$ cat config.mk
export PLATFORM = sky130hd
export DESIGN_NAME = c3cb_front
export DESIGN_NICKNAME = d
export VERILOG_FILES = /design/src/hw/rtl/c3cb_pkg.sv /design/src/hw/rtl/c3cb_front.sv
export SDC_FILE = /design/constraint.sdc
export NUM_CORES = 1
export LEC_CHECK = 0
export ABC_AREA = 1
export BUFFER_PORTS_ARGS = -buffer_cell sky130_fd_sc_hd__buf_2
export CAP_MARGIN = 20
export CELL_PAD_IN_SITES_DETAIL_PLACEMENT = 0
export CELL_PAD_IN_SITES_GLOBAL_PLACEMENT = 1
export CORE_UTILIZATION = 35
export CTS_BUF_LIST = sky130_fd_sc_hd__clkbuf_4 sky130_fd_sc_hd__clkbuf_8 sky130_fd_sc_hd__clkbuf_16
export DETAILED_ROUTE_END_ITERATION = 6
export PLACE_DENSITY = 0.68
export SLEW_MARGIN = 20
export SYNTH_ARGS = -nofsm -noshare
export SYNTH_HDL_FRONTEND = slang
export SYNTH_SLANG_ARGS = --single-unit
$ cat constraint.sdc
create_clock -name clk_i -period 3.6 [get_ports clk_i]
set_input_delay 0.72 -clock clk_i [delete_from_list [all_inputs] [get_ports clk_i]]
set_output_delay 0.72 -clock clk_i [all_outputs]
set_load 0.02 [all_outputs]
$ cat src/hw/rtl/c3cb_pkg.sv
// Types and constants shared by the 3x3 convolution block.
package c3cb_pkg;

  localparam int SAMPLE_W     = 16;
  localparam int PIXEL_W      = 48;
  localparam int RESULT_W     = 37;
  localparam int ROW_W        = 11;
  localparam int CFG_W        = 48;
  localparam int CFG_IDX_W    = 3;
  localparam int MAX_CHANNELS = 3;
  localparam int KERNEL_SIZE  = 3;
  localparam int HEIGHT_LIMIT = 1024;
  localparam int OQ_DEPTH     = 8;
  localparam int OQ_PTR_W     = 3;
  localparam int OUT_TDATA_W  = 112;

  // Configuration register indexes.
  typedef enum logic [CFG_IDX_W-1:0] {
    REG_WIDTH    = 3'd0,
    REG_HEIGHT   = 3'd1,
    REG_CHANNELS = 3'd2,
    REG_KEEP     = 3'd3,
    REG_KTOP     = 3'd4,
    REG_KMID     = 3'd5,
    REG_KBOT     = 3'd6
  } reg_idx_e;

  // Kind of an input word.
  typedef enum logic {
    OP_PIXEL = 1'b0,
    OP_DRAIN = 1'b1
  } op_e;

  typedef logic [PIXEL_W-1:0] pixel_t;

  // One window column, index 0 is the top row.
  typedef logic [KERNEL_SIZE-1:0][PIXEL_W-1:0] column_t;

  typedef struct packed {
    op_e    op;
    pixel_t pixel;
  } item_t;

  // Neighborhood of one result, cols[0] is the left column.
  typedef struct packed {
    column_t [KERNEL_SIZE-1:0] cols;
    logic                      frame_end;
  } emit_t;

  // Settings used by the arithmetic pipeline.
  typedef struct packed {
    logic [KERNEL_SIZE-1:0][CFG_W-1:0] kernel;
    logic [1:0]                        channels;
    logic                              keep;
  } mac_cfg_t;

  typedef struct packed {
    logic                       frame_end;
    logic signed [RESULT_W-1:0] result_c;
    logic signed [RESULT_W-1:0] result_b;
    logic signed [RESULT_W-1:0] result_a;
  } result_t;

endpackage

$ cat src/hw/rtl/c3cb_front.sv
// Input queue that takes words from the stream and decodes their kind.
module c3cb_front (
  input  logic               clk_i,
  input  logic               rst_ni,
  input  logic               s_valid_i,
  output logic               s_ready_o,
  input  logic               s_kind_i,
  input  c3cb_pkg::pixel_t   s_pixel_i,
  input  logic               pop_i,
  output logic               head_valid_o,
  output c3cb_pkg::item_t    head_o
);

  c3cb_pkg::item_t entries_q [2];
  c3cb_pkg::item_t in_item;
  logic            wr_q, rd_q;
  logic [1:0]      cnt_q, cnt_d;
  logic            push, pop;

  // Decode the incoming word.
  always_comb begin
    in_item.op    = c3cb_pkg::op_e'(s_kind_i);
    in_item.pixel = s_pixel_i;
  end

  assign s_ready_o    = (cnt_q != 2'd2);
  assign head_valid_o = (cnt_q != 2'd0);
  assign head_o       = entries_q[rd_q];
  assign push         = s_valid_i && s_ready_o;
  assign pop          = pop_i && head_valid_o;

  always_comb begin
    cnt_d = cnt_q;
    if (push && !pop) begin
      cnt_d = cnt_q + 2'd1;
    end else if (pop && !push) begin
      cnt_d = cnt_q - 2'd1;
    end
  end

  // Pointers and fill level.
  always_ff @(posedge clk_i or negedge rst_ni) begin
    if (!rst_ni) begin
      wr_q  <= 1'b0;
      rd_q  <= 1'b0;
      cnt_q <= 2'd0;
    end else begin
      cnt_q <= cnt_d;
      if (push) begin
        wr_q <= ~wr_q;
      end
      if (pop) begin
        rd_q <= ~rd_q;
      end
    end
  end

  // Entry storage.
  always_ff @(posedge clk_i) begin
    if (push) begin
      entries_q[wr_q] <= in_item;
    end
  end

endmodule

==> results of run 1 <==
cell type report:
| class | instances | area [sq um] |
|---|---|---|
| Sequential cell | 102 | 3040 |
| Clock inverter | 6 | 68.8 |
| Fill cell | 999 | 6080 |
| Timing Repair Buffer | 106 | 563 |
| Inverter | 7 | 33.8 |
| Clock buffer | 10 | 131 |
| Multi-Input combinational cell | 165 | 696 |
| Tap cell | 140 | 175 |
synth_stat cells, drive strengths merged:
master and number:
nand4 1, xor2 1, edfxtp 98, nor2 2, dfrtp 4, buf 11, ha 1, xnor2 1
inv 7, nand2 157, nand3 2
state kept, by name, summed over array words and instances, names as in the netlist:
register and flops:
entries_q 98, rd_q 1, wr_q 1, cnt_q 2
final timing paths:
check | endpoint | slack [ns] | depth (start not counted)
min in group clk_i | cnt_q[0] | 0.54 | 1
max in group asynchronous | rd_q | 3.32 | 1
worst max register to register | entries_q[0][0] | 1.84 | 5
worst max-delay path | head_o[27] | 1.03 | 4
worst min register to register | cnt_q[0] | 0.54 | 1
worst min-delay path | cnt_q[1] | 0.15 | 1
metrics by stage:
step | cell area, sq um | total power, mW | instances | setup slack, ns
after global routing | 4710 | 4.17 | 536 | 0.847
after global placement | 4510 | 3.25 | 520 | 1.41
after floorplan | 3870 | 2.82 | 285 | 0.303
after CTS | 4710 | 3.98 | 536 | 0.958
final | 4710 | 3.91 | 536 | 1.03
after detailed placement | 4510 | 3.26 | 520 | 1.37
worst register-to-register path, cell delays in order, from the launching register on:
cell and delay, ns:
sky130_fd_sc_hd__dfrtp_1 0.42, sky130_fd_sc_hd__inv_2 0.09, sky130_fd_sc_hd__nand2_4 0.07, sky130_fd_sc_hd__nand2_4 0.08, sky130_fd_sc_hd__nor2_4 0.50, sky130_fd_sc_hd__buf_12 0.29
logic make-up after synthesis:
group                    after synthesis
adder cells (fa/ha/maj)                1
flip-flops                           102
buffers and inverters                 18
AND/OR/NAND/NOR                      162
XOR/XNOR                               2
metal layers:
layer  global-route usage (%)  wire [microns]  vias to the layer above  part of all wire, %
met3                     4.01             531                       12                  7.7
met5                        0               0                        -                    0
met4                     5.28             109                        0                  1.6
met2                     18.9            3240                       78                   47
li1                         -               -                     1167                    -
met1                     16.3            2970                     1052                   43
power breakdown:
part	leakage [nW]	switching (mW)	internal, mW
sequential	0.958	0.128	1.62
clock	0.101	0.383	0.334
combinational	0.968	1.01	0.433
total	2.03	1.52	2.39
==> results.sh, run 1 <==
export IMPL_xor_xnor_share_of_the_synthesized_area_pct=0.647
export IMPL_drtAntennaViolNets=0
export IMPL_timing_critical_path_buf_inv=2
export IMPL_run_status="complete, no violations"
export IMPL_core_rowCount=38
export IMPL_synth_cells=285
export IMPL_hp_class="input port to async pin"
export IMPL_whs_ns=0.146
export IMPL_tritoncts="built"
export IMPL_critical_path_top_delay_family="flip-flops"
export IMPL_worstSetupEndpointType="output port"
export IMPL_layout_common_cells="sky130_fd_sc_hd__nand2_1 (153), sky130_fd_sc_hd__buf_2 (103), sky130_fd_sc_hd__edfxtp_1 (98), sky130_fd_sc_hd__clkbuf_8 (9), sky130_fd_sc_hd__inv_1 (4)"
export IMPL_final_layout_setup_total_negative_slack_ns=0
export IMPL_portion_of_the_post_synthesis_area_used_by_sequential_elements_pct=78.7
export IMPL_worst_slew_margin_relative_to_its_limit_pct=58.2
export IMPL_period_needed_ns=2.57
export IMPL_grt_pass1_wl_mm=10.7
export IMPL_critPathSlowestCell="sky130_fd_sc_hd__dfrtp_2"
export IMPL_synthDominantCellAreaShare_pct=76.1
export IMPL_worst_path_required_time_ns=2.88
export IMPL_synthesis_yosys_warnings=0
export IMPL_gp_congestion=0.664
export IMPL_finish_utilization_pct=43.7
export IMPL_p_leak_nw=2.03
export IMPL_timing_critical_path_slowest_cell_delay_ns=0.78
export IMPL_worst_path_most_repeated_cell="sky130_fd_sc_hd__nand2_1"
export IMPL_post_cts_resized_instances=0
export IMPL_number_of_detailed_route_iterations_in_the_first_pass=4
export IMPL_final_max_slew_violation_count=0
export IMPL_nets=445
export IMPL_route_detailed_drc=0
export IMPL_ctsLongestPathBuffers=2
export IMPL_cts_num_sinks=102
export IMPL_post_drt_via_cell_ratio=4.31
export IMPL_io_pin_count=104
export IMPL_timing_critical_path_fanout_max=31
export IMPL_starting_density_pct=35.8
export IMPL_fp_coreArea_sq_mm=0.0108
export IMPL_grt_antenna_before_repair=0
export IMPL_detailed_place_hpwl_mm=4.45
export IMPL_maxCapViolations=0
export IMPL_largest_family_of_logic_cells_by_synthesized_area="simple AND/OR/NAND/NOR gates"
export IMPL_critical_path_startpoint_type="flip-flop"
export IMPL_timing_critical_path_cells="buf_4 -> nand2_1 -> nand2_1 -> buf_2"
export IMPL_detailroute_via_count=2309
export IMPL_route_detailed_wl_per_inst_microns=12.8
export IMPL_mappedNetlistArea_sq_mm=0.00387
export IMPL_worstPathArrival_ns=1.85
export IMPL_yosys_area_share_adder_pct=0.324
export IMPL_syn2layout_area_growth_pct=21.9
export IMPL_yosys_cell_types_count=18
export IMPL_synth_mux_area_fraction_pct=0
export IMPL_design_die_area_sq_mm=0.0115
export IMPL_powerDensity_mw_per_mm2=829
export IMPL_final_hold_viol_count=0
export IMPL_clock_insertion_delay_worst_skew_ns=0.36
export IMPL_setup_worst_path_class="flip-flop to output port"
export IMPL_fp_dieW_microns=107
export IMPL_postCtsHoldBufs=0
export IMPL_globalRoute_totalOverflow=0
export IMPL_start_point_of_the_critical_path="rd_q"
export IMPL_io_buffers=103
export IMPL_synth_fp_nets=339
export IMPL_post_cts_setup_buffers=0
export IMPL_antenna_diode_count=0
export IMPL_synth_compound_area_share_pct=0
export IMPL_grt_max_degree=51
export IMPL_detail_route_iter0_violations=80
export IMPL_synthTopCellsByArea="sky130_fd_sc_hd__edfxtp_1 (76%), sky130_fd_sc_hd__nand2_1 (15%), sky130_fd_sc_hd__dfrtp_1 (2.6%)"
export IMPL_cts_htree_levels=3
export IMPL_post_route_cells_drive_above_1_share_pct=33.8
export IMPL_synth_simple_gate_area_share_pct=16.6
export IMPL_drt_wl_total_mm=6.85
export IMPL_first_global_vias=2168
export IMPL_synth_area_leader_cell="sky130_fd_sc_hd__edfxtp_1"
export IMPL_timing_final_crit_share_pct=71.3
export IMPL_die_height_microns=107
export IMPL_avgSynthCellArea_sq_um=13.6
export IMPL_clock_root_buffer="sky130_fd_sc_hd__clkbuf_8"
export IMPL_yosys_register_bits=102
export IMPL_clock_skew_final_ns=0.0162
export IMPL_cts_buffers_inserted=9
export IMPL_worst_slew_pin_transition_ns=0.626
export IMPL_max_freq_ghz=0.389
export IMPL_layout_cells_most_common="sky130_fd_sc_hd__nand2_1"
export IMPL_worst_ir_drop_vdd_v=0.000353
export IMPL_worst_r2r_startpoint="cnt_q[0]"
export IMPL_grt_setup_unrepaired="no"
export IMPL_clkSlewWorstSetupHoldPaths_ns=0.10
export IMPL_groute_usage_overall_pct=12.4
export IMPL_setup_violations=0
Note: power is estimated with default switching activity, not from simulation.
==> run 2, diff against run 1 <==
- PLACE_DENSITY: 0.68 -> 0.71
- clock period: 3.6 -> 2.2 ns (I/O delays scaled with it)
==> run 2 against run 1 <==
Sequential share of layout area about the same. Design area about the same. Total power is 62% higher. Clock power up 51%. First-iteration DRC count increased by 56%. Clock skew shrank 0.0082 ns. Via count rose by 1.8%. Routed wire length up 6.1%. Register-to-register slack got worse by 1.1 ns. Clock-buffer cell count decreased by 1. Critical path type unchanged.
==> results.sh, run 2 (synthesis results as in run 1) <==
export IMPL_starting_density_pct=35.8
export IMPL_route_detailed_drc=0
export IMPL_fp_dieW_microns=107
export IMPL_worst_path_most_repeated_cell="sky130_fd_sc_hd__nand2_1"
export IMPL_core_rowCount=38
export IMPL_setup_violations=0
export IMPL_worst_ir_drop_vdd_v=0.000502
export IMPL_cts_buffers_inserted=9
export IMPL_detailroute_via_count=2351
export IMPL_timing_final_crit_share_pct=91.1
export IMPL_clock_root_buffer="sky130_fd_sc_hd__clkbuf_8"
export IMPL_detail_route_iter0_violations=125
export IMPL_worst_slew_margin_relative_to_its_limit_pct=70.7
export IMPL_ctsLongestPathBuffers=2
export IMPL_post_drt_via_cell_ratio=4.35
export IMPL_regMostFlops="entries_q"
export IMPL_worst_path_required_time_ns=1.76
export IMPL_syn2layout_area_growth_pct=22.0
export IMPL_run_status="complete, no violations"
export IMPL_die_height_microns=107
export IMPL_multiInputGateArea_sq_um=696
export IMPL_largest_register_ffs=98
export IMPL_critical_path_top_delay_family="flip-flops"
export IMPL_antenna_diode_count=0
export IMPL_drtAntennaViolNets=0
export IMPL_final_fill_count=1014
export IMPL_final_hold_viol_count=0
export IMPL_layout_cell_area_non_filler_sq_mm=0.00472
export IMPL_route_detailed_wl_per_inst_microns=13.4
export IMPL_worstSetupEndpointType="output port"
export IMPL_placement_cell_area_sq_mm=0.00451
export IMPL_number_of_detailed_route_iterations_in_the_first_pass=4
export IMPL_grt_pass1_wl_mm=11.2
export IMPL_clkSlewWorstSetupHoldPaths_ns=0.10
export IMPL_worst_slew_pin_transition_ns=0.439
export IMPL_tritoncts="built"
export IMPL_groute_usage_overall_pct=13.3
export IMPL_grt_antenna_before_repair=0
export IMPL_first_global_vias=2295
export IMPL_cts_htree_levels=3
export IMPL_timing_critical_path_fanout_max=50
export IMPL_grt_setup_unrepaired="no"
export IMPL_timing_critical_path_slowest_cell_delay_ns=0.59
export IMPL_gp_congestion=0.689
export IMPL_timing_critical_path_cells="clkinv_8 -> nand2_1 -> nand2_1 -> buf_2"
export IMPL_maxCapViolations=0
export IMPL_nets=450
export IMPL_io_pin_count=104
export IMPL_clock_insertion_delay_worst_skew_ns=0.36
export IMPL_period_needed_ns=2.00
export IMPL_layout_cells_most_common="sky130_fd_sc_hd__nand2_1"
export IMPL_clock_skew_final_ns=0.00799
export IMPL_top_regs="entries_q (98), cnt_q (2)"
export IMPL_hp_class="input port to flip-flop"
export IMPL_fp_coreArea_sq_mm=0.0108
export IMPL_post_route_cells_drive_above_1_share_pct=34.2
export IMPL_setup_worst_path_class="flip-flop to output port"
export IMPL_area_sequential_sq_mm=0.00305
export IMPL_detailed_place_hpwl_mm=4.63
export IMPL_max_freq_ghz=0.499
export IMPL_globalRoute_totalOverflow=0
export IMPL_drt_wl_total_mm=7.27
export IMPL_critical_path_startpoint_type="flip-flop"
export IMPL_totalPowerFinal_mw=6.35
export IMPL_finish_utilization_pct=43.7
export IMPL_detailedPlace_worstSlack_ns=0.348
export IMPL_io_buffers=103
export IMPL_timing_critical_path_buf_inv=2
export IMPL_design_die_area_sq_mm=0.0115
export IMPL_layout_common_cells="sky130_fd_sc_hd__nand2_1 (153), sky130_fd_sc_hd__buf_2 (103), sky130_fd_sc_hd__edfxtp_1 (98), sky130_fd_sc_hd__clkbuf_8 (9), sky130_fd_sc_hd__buf_4 (6)"
export IMPL_post_route_worst_setup_slack_ns=0.197
export IMPL_grt_max_degree=51
export IMPL_final_max_slew_violation_count=0
export IMPL_p_leak_nw=2.04
export IMPL_powerDensity_mw_per_mm2=1350
export IMPL_worstPathArrival_ns=1.56
export IMPL_critPathSlowestCell="sky130_fd_sc_hd__dfrtp_4"
export IMPL_cts_num_sinks=102
[run 2: cell type report]
cell class / count / share of cell area (%)
sequential: 102 / 64.6
multi-input combinational: 165 / 14.8
timing repair buffer: 111 / 12.3
tap: 140 / 3.71
clock buffer: 9 / 2.63
clock inverter: 7 / 1.14
inverter: 7 / 0.822
[run 2: routing by layer]
| metal | vias to the layer above | track usage (%) | wire length, microns |
|---|---|---|---|
| met5 | - | 0 | 0 |
| li1 | 1170 | - | - |
| met1 | 1109 | 15.4 | 3190 |
| met3 | 8 | 3.95 | 365 |
| met4 | 0 | 6.75 | 110 |
| met2 | 64 | 22.4 | 3610 |
[run 2: repair_timing]
action,4_1_cts,5_1_grt
hold buffers,1,0
hold endpoints to repair,4,0
setup endpoints to repair,33,43
pin swaps,0,0
setup buffers,0,1
resized for setup,1,1
[run 2: metrics by stage]
step / cells / hold slack [ns] / setup TNS (ns)
6_report: 541 / 0.258 / 0
5_1_grt: 541 / 0.223 / 0
4_1_cts: 540 / 0.237 / 0
3_5_place_dp: 523 / 0.258 / 0
3_3_place_gp: 523 / 0.258 / 0
2_1_floorplan: 285 / 0.144 / -11.86
[run 2: power by group]
| group | total (mW) | internal [mW] | switching (mW) |
|---|---|---|---|
| Combinational | 2.43 | 0.722 | 1.71 |
| Clock | 1.08 | 0.426 | 0.656 |
| Sequential | 2.83 | 2.66 | 0.177 |
[run 2: worst register-to-register path: stages (launching register included)]
cell and delay (ns):
sky130_fd_sc_hd__dfrtp_1 0.41, sky130_fd_sc_hd__inv_2 0.09, sky130_fd_sc_hd__nand2_4 0.07, sky130_fd_sc_hd__nand2_4 0.08, sky130_fd_sc_hd__nor2_4 0.10, sky130_fd_sc_hd__buf_4 0.38
[run 2: worst paths after layout]
kind | startpoint | end | slack [ns] | cells after the start
hold / removal | s_pixel_i[45] | entries_q[0][45] | 0.26 | 1
setup / recovery | rd_q | head_o[30] | 0.20 | 4
hold reg to reg | cnt_q[0] | cnt_q[0] | 0.52 | 1
min in group asynchronous | rst_ni | cnt_q[1] | 0.40 | 2
setup reg to reg | cnt_q[0] | entries_q[1][18] | 0.70 | 5
max in group asynchronous | rst_ni | rd_q | 1.66 | 2
